File: config.mk
export PLATFORM = sky130hd
export DESIGN_NAME = half_single_bfloat_converter_unit
export DESIGN_NICKNAME = d
export VERILOG_FILES = /design/src/rtl/hsb_pkg.sv /design/src/rtl/hsb_half_to_single.sv /design/src/rtl/hsb_single_to_half.sv /design/src/rtl/half_single_bfloat_converter_unit.sv
export SDC_FILE = /design/constraint.sdc
export NUM_CORES = 1
export LEC_CHECK = 0
export ABC_AREA = 1
export BUFFER_PORTS_ARGS = -buffer_cell sky130_fd_sc_hd__buf_2
export CAP_MARGIN = 30
export CORE_UTILIZATION = 56
export CTS_BUF_LIST = sky130_fd_sc_hd__clkbuf_4
export DETAILED_ROUTE_END_ITERATION = 10
export GPL_ROUTABILITY_DRIVEN = 1
export MAX_ROUTING_LAYER = met4
export PLACE_DENSITY = 0.8
export RECOVER_POWER = 25
export SLEW_MARGIN = 20
export SYNTH_ARGS = -nofsm -noshare
export SYNTH_HDL_FRONTEND = slang
export SYNTH_HIERARCHICAL = 1
export SYNTH_SLANG_ARGS = --single-unit
File: constraint.sdc
create_clock -name clk -period 3.64 [get_ports clk]
set_input_delay 0.364 -clock clk [delete_from_list [all_inputs] [get_ports clk]]
set_output_delay 0.364 -clock clk [all_outputs]
set_load 0.05 [all_outputs]
File: src/rtl/hsb_pkg.sv
`timescale 1ns / 1ps
package hsb_pkg;

	typedef enum logic [1:0] {
		CMD_H2S = 2'd0,
		CMD_S2H = 2'd1,
		CMD_B2S = 2'd2,
		CMD_S2B = 2'd3
	} cmd_t;

	localparam logic [31:0] HSB_ROUND_ADD      = 32'h0000_1000;
	localparam logic [23:0] HSB_SUB_BIAS       = 24'h7F_F000;
	localparam logic [7:0]  HSB_INF_LIMIT      = 8'd142;
	localparam logic [7:0]  HSB_NORM_LIMIT     = 8'd112;
	localparam logic [7:0]  HSB_SUB_SHIFT_BASE = 8'd125;
	localparam logic [7:0]  HSB_SHIFT_CAP      = 8'd31;
	localparam logic [7:0]  HSB_SUB_EXP_BASE   = 8'd103;
	localparam logic [7:0]  HSB_SINGLE_EXP_MAX = 8'hFF;
	localparam logic [4:0]  HSB_HALF_EXP_MAX   = 5'h1F;
	localparam logic [30:0] HSB_SINGLE_INF_MAG = 31'h7F80_0000;
	localparam logic [9:0]  HSB_QUIET_BIT      = 10'h200;
	localparam logic [3:0]  HSB_HALF_MANT_W    = 4'd10;

endpackage

File: src/rtl/hsb_half_to_single.sv
`timescale 1ns / 1ps
module hsb_half_to_single (
	input  logic [15:0] half_bits,
	output logic [31:0] single_bits
);
	import hsb_pkg::*;

	logic [4:0] exp_h;
	logic [9:0] mant_h;
	logic [3:0] top_pos;
	logic [3:0] norm_sh;
	logic [7:0] exp_s;
	logic [9:0] mant_s;

	assign exp_h  = half_bits[14:10];
	assign mant_h = half_bits[9:0];

	always_comb begin
		top_pos = 4'd0;
		for (int i = 1; i < 10; i++) begin
			if (mant_h[i]) begin
				top_pos = 4'(i);
			end
		end
	end

	assign norm_sh = HSB_HALF_MANT_W - top_pos;

	always_comb begin
		if (exp_h == HSB_HALF_EXP_MAX) begin
			exp_s  = HSB_SINGLE_EXP_MAX;
			mant_s = (mant_h != 10'd0) ? (mant_h | HSB_QUIET_BIT) : mant_h;
		end else if (exp_h != 5'd0) begin
			exp_s  = {3'b000, exp_h} + HSB_NORM_LIMIT;
			mant_s = mant_h;
		end else if (mant_h != 10'd0) begin
			exp_s  = HSB_SUB_EXP_BASE + {4'b0000, top_pos};
			mant_s = mant_h << norm_sh;
		end else begin
			exp_s  = 8'd0;
			mant_s = 10'd0;
		end
	end

	assign single_bits = {half_bits[15], exp_s, mant_s, 13'd0};

endmodule

File: src/rtl/hsb_single_to_half.sv
`timescale 1ns / 1ps
module hsb_single_to_half (
	input  logic [31:0] single_bits,
	output logic [15:0] half_bits
);
	import hsb_pkg::*;

	logic [31:0] rounded;
	logic [7:0]  exp_r;
	logic [22:0] mant_r;
	logic        is_nan;
	logic [7:0]  sh_raw;
	logic [4:0]  sh;
	logic [23:0] sub_sum;
	logic [23:0] sub_shifted;
	logic [11:0] sub_inc;
	logic [10:0] sub_mant;
	logic [4:0]  exp_norm;
	logic        sign;

	assign sign    = single_bits[31];
	assign rounded = single_bits + HSB_ROUND_ADD;
	assign exp_r   = rounded[30:23];
	assign mant_r  = rounded[22:0];
	assign is_nan  = single_bits[30:0] > HSB_SINGLE_INF_MAG;

	assign exp_norm = 5'(exp_r - HSB_NORM_LIMIT);

	assign sh_raw      = HSB_SUB_SHIFT_BASE - exp_r;
	assign sh          = (sh_raw > HSB_SHIFT_CAP) ? HSB_SHIFT_CAP[4:0] : sh_raw[4:0];
	assign sub_sum     = {1'b0, mant_r} + HSB_SUB_BIAS;
	assign sub_shifted = sub_sum >> sh;
	assign sub_inc     = {1'b0, sub_shifted[10:0]} + 12'd1;
	assign sub_mant    = sub_inc[11:1];

	always_comb begin
		if (is_nan) begin
			half_bits = {sign, HSB_HALF_EXP_MAX, single_bits[22:13] | HSB_QUIET_BIT};
		end else if (exp_r > HSB_INF_LIMIT) begin
			half_bits = {sign, HSB_HALF_EXP_MAX, 10'd0};
		end else if (exp_r > HSB_NORM_LIMIT) begin
			half_bits = {sign, exp_norm, mant_r[22:13]};
		end else begin
			half_bits = {sign, 4'd0, sub_mant};
		end
	end

endmodule

File: src/rtl/half_single_bfloat_converter_unit.sv
`timescale 1ns / 1ps
// Converts one 32-bit pattern per request between half, single and bfloat
// formats (cmd selects the direction); 16-bit results come back zero-extended.
// One request is taken every cycle unless in_stall is high; each result passes
// through the input register and then the result register, which bracket the
// combinational conversion logic. A stalled result holds in the result register
// while the input register still takes one more request.
module half_single_bfloat_converter_unit (
	input  logic        clk,
	input  logic        arst_n,
	input  logic        in_valid,
	output logic        in_stall,
	input  logic [1:0]  cmd,
	input  logic [31:0] operand_bits,
	output logic        out_valid,
	input  logic        out_stall,
	output logic [31:0] result_bits
);
	import hsb_pkg::*;

	logic        valid_s1;
	logic [1:0]  cmd_s1;
	logic [31:0] operand_s1;
	logic        valid_s2;
	logic [31:0] result_s2;
	logic        load_s1;
	logic        load_s2;
	logic [31:0] h2s_bits;
	logic [15:0] s2h_bits;
	logic [31:0] conv_bits;

	assign load_s2  = valid_s1 && (!valid_s2 || !out_stall);
	assign in_stall = valid_s1 && !load_s2;
	assign load_s1  = in_valid && !in_stall;

	always_ff @(posedge clk or negedge arst_n) begin
		if (!arst_n) begin
			valid_s1 <= 1'b0;
			valid_s2 <= 1'b0;
		end else begin
			if (load_s1 || load_s2) begin
				valid_s1 <= load_s1;
			end
			if (load_s2 || !out_stall) begin
				valid_s2 <= load_s2;
			end
		end
	end

	always_ff @(posedge clk) begin
		if (load_s1) begin
			cmd_s1     <= cmd;
			operand_s1 <= operand_bits;
		end
		if (load_s2) begin
			result_s2 <= conv_bits;
		end
	end

	hsb_half_to_single u_h2s (
		.half_bits   (operand_s1[15:0]),
		.single_bits (h2s_bits)
	);

	hsb_single_to_half u_s2h (
		.single_bits (operand_s1),
		.half_bits   (s2h_bits)
	);

	always_comb begin
		case (cmd_t'(cmd_s1))
			CMD_H2S: conv_bits = h2s_bits;
			CMD_S2H: conv_bits = {16'd0, s2h_bits};
			CMD_B2S: conv_bits = {operand_s1[15:0], 16'd0};
			CMD_S2B: conv_bits = {16'd0, operand_s1[31:16]};
			default: conv_bits = {16'd0, operand_s1[31:16]};
		endcase
	end

	assign out_valid   = valid_s2;
	assign result_bits = result_s2;

	a_stall_only_when_full: assert property (@(posedge clk) disable iff (!arst_n)
		in_stall |-> (valid_s2 && out_stall))
		else $error("input stalled while result stage can advance");

	a_accept_fills_s1: assert property (@(posedge clk) disable iff (!arst_n)
		(in_valid && !in_stall) |=> valid_s1)
		else $error("accepted request lost from input stage");

	a_drain_empties: assert property (@(posedge clk) disable iff (!arst_n)
		(out_valid && !out_stall && !valid_s1) |=> !out_valid)
		else $error("result repeated after delivery");

	a_half_width_zero: assert property (@(posedge clk) disable iff (!arst_n)
		(load_s2 && (cmd_s1 == CMD_S2B || cmd_s1 == CMD_S2H)) |=> (result_bits[31:16] == 16'd0))
		else $error("16-bit result not zero-extended");

endmodule

Word level (Yosys, flattened, before mapping)
Cells that the tools add are included.
{"block": "totals", "inputBits": 38, "reg_bits": 68, "output_inout_bits": 34, "elab_cells": 57}
{"block": "classes", "shifts": 2, "n_addsub": 8, "n_eq_ne": 4, "reduce_logical": 13, "n_mux": 21, "order_cmp": 4}
{"cell": "$pmux W32 S4", "n": 1}
{"cell": "$mux W15", "n": 3}
{"cell": "$mux W10", "n": 4}
{"cell": "$mux W4", "n": 8}
{"cell": "$add A31 B13 Y31 const B", "n": 1}
{"cell": "$gt A31 B31 Y1 const B", "n": 1}
{"cell": "$add A23 B23 Y24 const B", "n": 1}
{"cell": "$mux W8", "n": 3}
{"cell": "$shr A24 B5 Y11", "n": 1}
{"cell": "$add A11 B1 Y12 const B", "n": 1}
{"cell": "$reduce_bool A10 Y1", "n": 1}
{"cell": "$shl A10 B4 Y10", "n": 1}
{"cell": "$add A5 B7 Y8 const B", "n": 1}
{"cell": "$add A7 B4 Y8 const A", "n": 1}
{"cell": "$gt A8 B5 Y1 const B", "n": 1}
{"cell": "$gt A8 B7 Y1 const B", "n": 1}
{"cell": "$gt A8 B8 Y1 const B", "n": 1}
{"cell": "$sub A7 B8 Y8 const A", "n": 1}
{"cell": "$eq A5 B5 Y1 const B", "n": 1}
{"cell": "$mux W5", "n": 1}
{"cell": "$reduce_bool A5 Y1", "n": 1}
{"cell": "$sub A5 B5 Y5 const B", "n": 1}
{"cell": "$eq A2 B2 Y1 const B", "n": 2}
{"cell": "$logic_not A1 Y1", "n": 4}
{"cell": "6 further kinds", "n": 10}

Logic depth before layout (Yosys ltp)
Gate-level depths: netlist of run 1.
{"block": "depth", "depth_word": 15, "depth_mapped": 34, "depth_no_buf": 34}

Modules after synthesis
The synthesis of run 1 kept the hierarchy.
{"module": "hsb_single_to_half", "cells_each": 534, "area_each_um2": 2775.2, "seq_area_each_um2": 0.0, "n_inst": 1}
{"module": "half_single_bfloat_converter_unit", "cells_each": 205, "area_each_um2": 2708.8, "seq_area_each_um2": 2031.9, "n_inst": 1}
{"module": "hsb_half_to_single", "cells_each": 155, "area_each_um2": 838.3, "seq_area_each_um2": 0.0, "n_inst": 1}

Worst setup path before layout of run 1
OpenSTA, ideal clock, no wires.
{"block": "synth_timing", "path_kind": "register -> register", "start": "reg operand_s1[12]", "end": "reg result_s2[3] (netlist: result_bits[3]) (data pin)", "required_ns": 3.381, "period_less_slack_ns": 3.881, "setup_time_ns": 0.259, "path_buffers": 1, "path_stages_with_launch": 34, "arrival_time_ns": 3.622, "path_slack_ns": -0.241, "cell_sequence": "edfxtp_1 > ha_1 > nand3_2 > nor2_4 > nand3_1 > nand2_1 > nand2_2 > ha_1 > inv_1 > nand2_1 > nand2_1 > nand2_1 > nand2_1 > nand2_2 > nand2_4 > nand3_4 > inv_2 > buf_4 > nand3_1 > nand3_1 > nand2_1 > inv_1 > nor2_1 > a21oi_2 > inv_2 > ha_1 > nand2_1 > nor2_2 > xnor2_1 > nand2_1 > nand2_1 > o21ai_1 > nand3_1 > nand3_1"}
{"block": "synth_via", "elab_chain_len": 10, "word_cells_on_any_way": 14, "cone_classes": "add/sub: 4; order compare: 4; shift: 1; mux: 5"}
{"item": "from (decl)", "line": "half_single_bfloat_converter_unit.sv:23", "rtl": "logic [31:0] operand_s1;"}
{"item": "from (signal assigned)", "line": "half_single_bfloat_converter_unit.sv:53", "rtl": "operand_s1 <= operand_bits;"}
{"item": "$add A31 B13 Y31", "line": "hsb_single_to_half.sv:22", "rtl": "assign rounded = single_bits + HSB_ROUND_ADD;"}
{"item": "$sub A7 B8 Y8", "line": "hsb_single_to_half.sv:29", "rtl": "assign sh_raw = HSB_SUB_SHIFT_BASE - exp_r;"}
{"item": "$gt A8 B5 Y1", "line": "hsb_single_to_half.sv:30", "rtl": "assign sh = (sh_raw > HSB_SHIFT_CAP) ? HSB_SHIFT_CAP[4:0] : sh_raw[4:0];"}
{"item": "$mux W5", "line": "hsb_single_to_half.sv:30"}
{"item": "$shr A24 B5 Y11", "line": "hsb_single_to_half.sv:32", "rtl": "assign sub_shifted = sub_sum >> sh;"}
{"item": "$add A11 B1 Y12", "line": "hsb_single_to_half.sv:33", "rtl": "assign sub_inc = {1'b0, sub_shifted[10:0]} + 12'd1;"}
{"item": "$mux W15", "line": "hsb_single_to_half.sv:41", "rtl": "end else if (exp_r > HSB_NORM_LIMIT) begin"}
{"item": "$mux W15", "line": "hsb_single_to_half.sv:39", "rtl": "end else if (exp_r > HSB_INF_LIMIT) begin"}
{"item": "$mux W15 *", "line": "hsb_single_to_half.sv:37", "rtl": "if (is_nan) begin"}
{"item": "via s2h_bits[3]", "line": "half_single_bfloat_converter_unit.sv:29", "rtl": "logic [15:0] s2h_bits;"}
{"item": "$pmux W32 S4 *", "line": "half_single_bfloat_converter_unit.sv:71", "rtl": "case (cmd_t'(cmd_s1))"}
{"item": "via conv_bits[3]", "line": "half_single_bfloat_converter_unit.sv:30", "rtl": "logic [31:0] conv_bits;"}
{"item": "to (signal assigned)", "line": "half_single_bfloat_converter_unit.sv:56", "rtl": "result_s2 <= conv_bits;"}
{"item": "to (decl)", "line": "half_single_bfloat_converter_unit.sv:25", "rtl": "logic [31:0] result_s2;"}
Mark *: on every way through the listed nets, which the timed path passes. The rest lies on a longest branch.
A chain may end at the register's enable or synchronous reset.

Worst setup path after layout of run 1
{"block": "layout_timing", "start": "reg operand_s1[13]", "end": "reg result_s2[1] (netlist: result_bits[1]) (data pin)"}
The elaborated chain is that of the path after synthesis.

==> results of run 1 <==
==> power by group through the flow <==
stage / Sequential (mW) / Combinational, mW / Clock [mW]
5_1_grt: 1.03 / 1.03 / 0.688
3_5_place_dp: 1.03 / 0.899 / 0
6_report: 1.02 / 0.961 / 0.654
4_1_cts: 1.02 / 0.918 / 0.662
2_1_floorplan: 1.17 / 0.486 / 0
3_3_place_gp: 1.03 / 0.879 / 0
==> how the worst max path moves through the flow <==
stage                         startpoint  slack (ps)  cells after the start              to
after global routing      operand_s1[13]        -550                     33  result_bits[7]
after global placement    operand_s1[16]        -180                     26  result_bits[1]
after detailed placement  operand_s1[13]        -260                     32  result_bits[9]
after floorplan           operand_s1[12]         -90                     32  result_bits[3]
final                     operand_s1[13]        -300                     29  result_bits[1]
after CTS                 operand_s1[12]        -100                     30  result_bits[3]
==> per-layer routing <==
layer	vias to the layer above	GRT usage	part of all wire
met4	0	0.157	0.041
met1	3150	0.425	0.39
met3	76	0.0723	0.087
li1	3304	-	-
met5	-	-	0
met2	415	0.582	0.48
==> worst max-delay path: cells and delay by family, from the launching register on <==
kind	cells	cell delay, ps
xor+xnor	1	200
flops	1	460
compound gates	4	470
buf+inv	4	370
fa+ha+maj	3	540
simple gates	17	1650
==> state kept, by name (all words and copies together), names as in the netlist <==
register     cells
operand_s1      32
result_bits     32
cmd_s1           2
out_valid        1
valid_s1         1
==> cell type report <==
cell class              instances  area share
multi-input cells             695       0.492
flip-flops and latches         68       0.256
repair buffers                185       0.159
inverters                      94      0.0461
well taps                     140      0.0221
clock inverters                 7      0.0156
clock buffers                   9     0.00852
==> placed cells by master (no fill, tap or decap), types with 3 or more instances in the layout <==
master	n
nand2_1	226
nand3_1	167
buf_4	106
inv_1	73
edfxtp_1	66
buf_2	66
nor2_1	47
nand4_1	38
nand2_2	35
inv_2	18
a21oi_1	18
nand3_2	18
o21ai_0	15
nor2_4	14
xor2_1	13
conb_1	13
nor2_2	10
clkbuf_4	9
o21ai_1	8
xnor2_1	7
nand3_4	6
nand2_4	6
clkbuf_1	5
a21oi_2	5
o22ai_1	5
nor4_1	5
ha_1	5
nor3_1	4
bufinv_16	3
o31ai_1	3
xor2_2	3
ha_4	3
buf_6	3
buf_8	3
==> timing repair <==
item	in CTS	in global routing
gates cloned	2	0
pin swaps	12	24
setup buffers	2	1
hold buffers	1	0
endpoints found under the setup margin	11	11
gates resized for setup	21	44
endpoints found under the hold margin	2	0
==> stage by stage <==
stage | hold slack (ps) | cell area [um^2] | total power, mW | setup slack (ps) | std cells
after global routing | 55.2 | 7930 | 2.75 | -554 | 1198
after detailed placement | 149 | 7440 | 1.93 | -259 | 1177
after floorplan | 68.4 | 6420 | 1.66 | -88.4 | 906
after CTS | 63.1 | 7760 | 2.60 | -95.1 | 1198
final | 70.1 | 7930 | 2.63 | -304 | 1198
after global placement | 150 | 7410 | 1.91 | -178 | 1176
==> cells by family after synthesis <==
family,count (synthesis),share of synthesized area
and+or+nand+nor,581,0.447
AOI/OAI and AO/OA,66,0.0613
adders and majority gates,8,0.0158
DFF,68,0.321
other,1,0.000593
xor gates and xnor gates,25,0.0382
buffers and inverters,145,0.115
==> reports/results.txt, run 1 <==
run status -> finished with violations
failing checks -> negative setup slack
Distinct cells, synth -> 43
row count -> 38
Comb power frac -> 0.365
Synth area leaders -> edfxtp_1 31%, nand2_1 14%, nand3_1 14%
CTS Root Cell -> clkbuf_4
CP required -> 3860 ps
final slew viol count -> 0
post-detail-place hpwl -> 14700 um
CTS max path bufs -> 2
Die Y -> 108 um
Worst Path Arrival -> 4160 ps
io pins -> 72
yosys warns -> 6
Synth Flop Type -> edfxtp_1
TritonCTS clock tree -> built
cells on worst reg2reg path -> 29
Pint -> 1.62 mW
switching portion of total power -> 0.385
first-pass GRT wire length -> 30900 um
starting density of the core -> 0.578
worst skew pair latency -> 460 ps
worst r2r src -> operand_s1[13]
critical path class -> flip-flop to flip-flop
number of synthesized flops with an enable pin -> 66
Hold Path Sink -> operand_s1[10]
setup_tns -> -2370 ps
CP startpoint kind -> flip-flop
largest net degree at the start of global routing -> 35
part of the power in registers -> 0.386
Layout Nets -> 1099
Vias/cell -> 5.80
P_sw -> 1.01 mW
PortBufs -> 71
endpoints failing hold -> 0
Clock transition at path regs -> 140 ps
Inserted Diodes -> 0
Worst Hold Class -> primary input to flip-flop
register area -> 0.00203 mm^2
most frequent cell after synthesis -> nand2_1
Cells after Synth -> 894
filler cell count -> 877
mapped cell area -> 0.00632 mm^2
Post-Route WL -> 19700 um
CTS buffer count -> 9
Core ar. -> 0.0109 mm^2
Pleak -> 3.68 nW
post-DR wirelength/cell -> 16.5 um
crit path capture type -> flip-flop
Setup violations, final -> 11
reg2reg end -> result_bits[1]
Final Util -> 0.725
RePlAce Congestion -> 0.978
Post-DRT Antenna Nets -> 0
Synth Register Bits -> 68
Yosys top cell area share -> 0.313
hold depth -> 1
H-tree depth -> 3
final worst path period share -> 1.08
P&R area growth vs syn -> 25.4%
die area -> 0.0117 mm^2
Initial DRC Count -> 714
clock power share -> 0.249
max_cap viols -> 0
Slew HR -> 0.510
GR Util All Layers -> 0.356
final worst slack -> -304 ps
clock skew -> 23.1 ps
Fmax achieved -> 0.254 GHz
Crit-path slowest cell -> edfxtp_1
Worst Path Max Fanout -> 11
initial antenna violation count -> 0
# clock sinks -> 68
total gr overflow -> 0
pwr dens -> 332 mW/mm^2
layout cells sized above 1 -> 0.308
minimum clock period -> 3940 ps
vias in the first global route -> 6541
DRC viols -> 0
flop2flop setup slack -> -300 ps
async set-reset flop share out of synthesis -> 0.0294
area occupied by multi-input gates -> 0.00390 mm^2
Worst-Margin Slew -> 734 ps
sequential-to-total area share from yosys stat -> 0.321
unrepaired setup endpoints after global routing -> yes
most frequent cells after synthesis -> 243 x nand2_1, 180 x nand3_1, 76 x inv_1
top cell type by total area after synthesis -> edfxtp_1
hold path startpoint -> operand_bits[10]
slowest stage delay, CP -> 460 ps
DIE WIDTH -> 108 um
worst vdd ir -> 448 uV
Vias -> 6945
Pre-antenna DRT Iters -> 5
syn_area_per_cell -> 7.07 um^2
(Power assumes the default switching activity.)
==> run 2: changes to the inputs <==
Settings changed: CORE_ASPECT_RATIO from default to 0.8, CTS_CLUSTER_DIAMETER from default to 150.
==> run 2 against run 1 <==
The run still ends with negative setup slack left. Clock power down 9.9%. Design area rose by 6.5%. Core utilization grew 4.7 points. Total power hardly changed. Sequential cell count is the same. Global-route usage up 0.14 points. Routed wire length is 9.2% higher. Critical endpoint is now result_bits[5]. Highest routed layer unchanged.
==> reports/results.txt, run 2 (same netlist as run 1, synthesis figures left out) <==
CP startpoint kind -> flip-flop
Crit-path slowest cell -> edfxtp_1
vias in the first global route -> 6525
Vias/cell -> 5.98
Vias -> 7305
CTS buffer count -> 9
Worst Path Max Fanout -> 7
commonest non-fill, non-tap cells in the layout -> 214 x nand2_1, 139 x nand3_1, 112 x buf_4
Layout Nets -> 1119
CTS Root Cell -> clkbuf_4
# clock sinks -> 68
final slew viol count -> 0
dpl cells -> 1175
DP Worst Slack -> -339 ps
Pre-antenna DRT Iters -> 6
final worst slack -> -391 ps
pwr dens -> 312 mW/mm^2
Pleak -> 3.91 nW
worst vdd ir -> 302 uV
critical path class -> flip-flop to flip-flop
RePlAce Congestion -> 0.982
starting density of the core -> 0.578
Post-Route WL -> 21600 um
die area -> 0.0117 mm^2
post-detail-place hpwl -> 14400 um
Slew HR -> 0.140
max_cap viols -> 0
Clock transition at path regs -> 130 ps
post-DR wirelength/cell -> 17.6 um
Comb power frac -> 0.393
worst skew pair latency -> 450 ps
P&R area growth vs syn -> 33.5%
non-filler cells, final -> 1222
Inserted Diodes -> 0
PortBufs -> 71
clock skew -> 25.7 ps
CP required -> 3840 ps
Worst Hold Class -> primary input to flip-flop
Initial DRC Count -> 1135
switching portion of total power -> 0.399
largest net degree at the start of global routing -> 35
Post-DRT Antenna Nets -> 0
TritonCTS clock tree -> built
Final Util -> 0.772
clock power share -> 0.224
layout cells sized above 1 -> 0.367
area occupied by multi-input gates -> 0.00415 mm^2
Worst-Margin Slew -> 1290 ps
filler cell count -> 766
CTS max path bufs -> 2
first-pass GRT wire length -> 31800 um
minimum clock period -> 4030 ps
DRC viols -> 0
Worst Path Arrival -> 4230 ps
row count -> 34
unrepaired setup endpoints after global routing -> yes
initial antenna violation count -> 0
endpoints failing hold -> 0
Core ar. -> 0.0109 mm^2
Fmax achieved -> 0.248 GHz
Setup violations, final -> 11
failing checks -> negative setup slack
total gr overflow -> 0
H-tree depth -> 3
P_sw -> 1.05 mW
CP most frequent cell -> nand2_1
Die Y -> 97.0 um
final worst path period share -> 1.11
run status -> finished with violations
Pint -> 1.58 mW
crit path capture type -> flip-flop
register area -> 0.00203 mm^2
GR Util All Layers -> 0.358
DIE WIDTH -> 121 um
most common cell after layout, fill and taps aside -> nand2_1
part of the power in registers -> 0.383
slowest stage delay, CP -> 500 ps
io pins -> 72
==> run 2: per-layer routing <==
layer,global-route usage,vias up,share of wire
met5,-,-,0
met1,0.467,3293,0.39
met3,0.0637,105,0.11
met4,0.137,0,0.040
met2,0.553,558,0.46
li1,-,3349,-
==> run 2: path summary, 6_finish.rpt <==
path | slack [ps] | start | cells after the start | endpoint
min in group asynchronous | 250 | arst_n | 2 | valid_s1
hold / removal | 80 | cmd[1] | 1 | cmd_s1[1]
hold reg to reg | 490 | valid_s1 | 2 | out_valid
setup reg to reg | -390 | operand_s1[14] | 35 | result_bits[5]
setup / recovery | -390 | operand_s1[14] | 35 | result_bits[5]
max in group asynchronous | 3260 | arst_n | 2 | out_valid
==> run 2: stage by stage <==
step	total power, mW	setup TNS [ps]	cell area, um^2	hold WS [ps]
2_1_floorplan	1.66	-186	6420	68.4
3_3_place_gp	1.90	-1490	7390	151
3_5_place_dp	1.91	-2200	7390	154
4_1_cts	2.55	-794	8090	73.5
5_1_grt	2.74	-5200	8440	70.6
6_report	2.63	-3330	8440	83.6
==> run 2: cell type report <==
cell class,count,share of cell area
multi-input cells,693,0.491
clock buffers,9,0.00800
well taps,144,0.0213
flip-flops and latches,68,0.241
inverters,94,0.0427
repair buffers,207,0.185
clock inverters,7,0.0117
==> run 2: timing repair <==
action                     4_1_cts  5_1_grt
resized for setup               83       65
pin swaps                       57       41
setup endpoints to repair       11       11
hold buffers                     1        0
hold endpoints to repair         2        0
setup buffers                   17        9
gates cloned                     3        1
==> run 2: worst max-delay path, delay by kind of cell (launching register included) <==
kind                     cells  cell delay, ps
adder cells (fa/ha/maj)      1             170
buffers and inverters        7             900
flip-flops                   1             500
AND/OR/NAND/NOR             27            2200
==> run 2: power by group through the flow <==
stage               clock network (mW)  registers (mW)  logic [mW]
floorplan                            0            1.17       0.486
global placement                     0            1.03       0.878
detailed placement                   0            1.03       0.887
CTS                              0.590            1.01       0.951
global route                     0.621            1.02        1.10
finish                           0.589            1.01        1.04
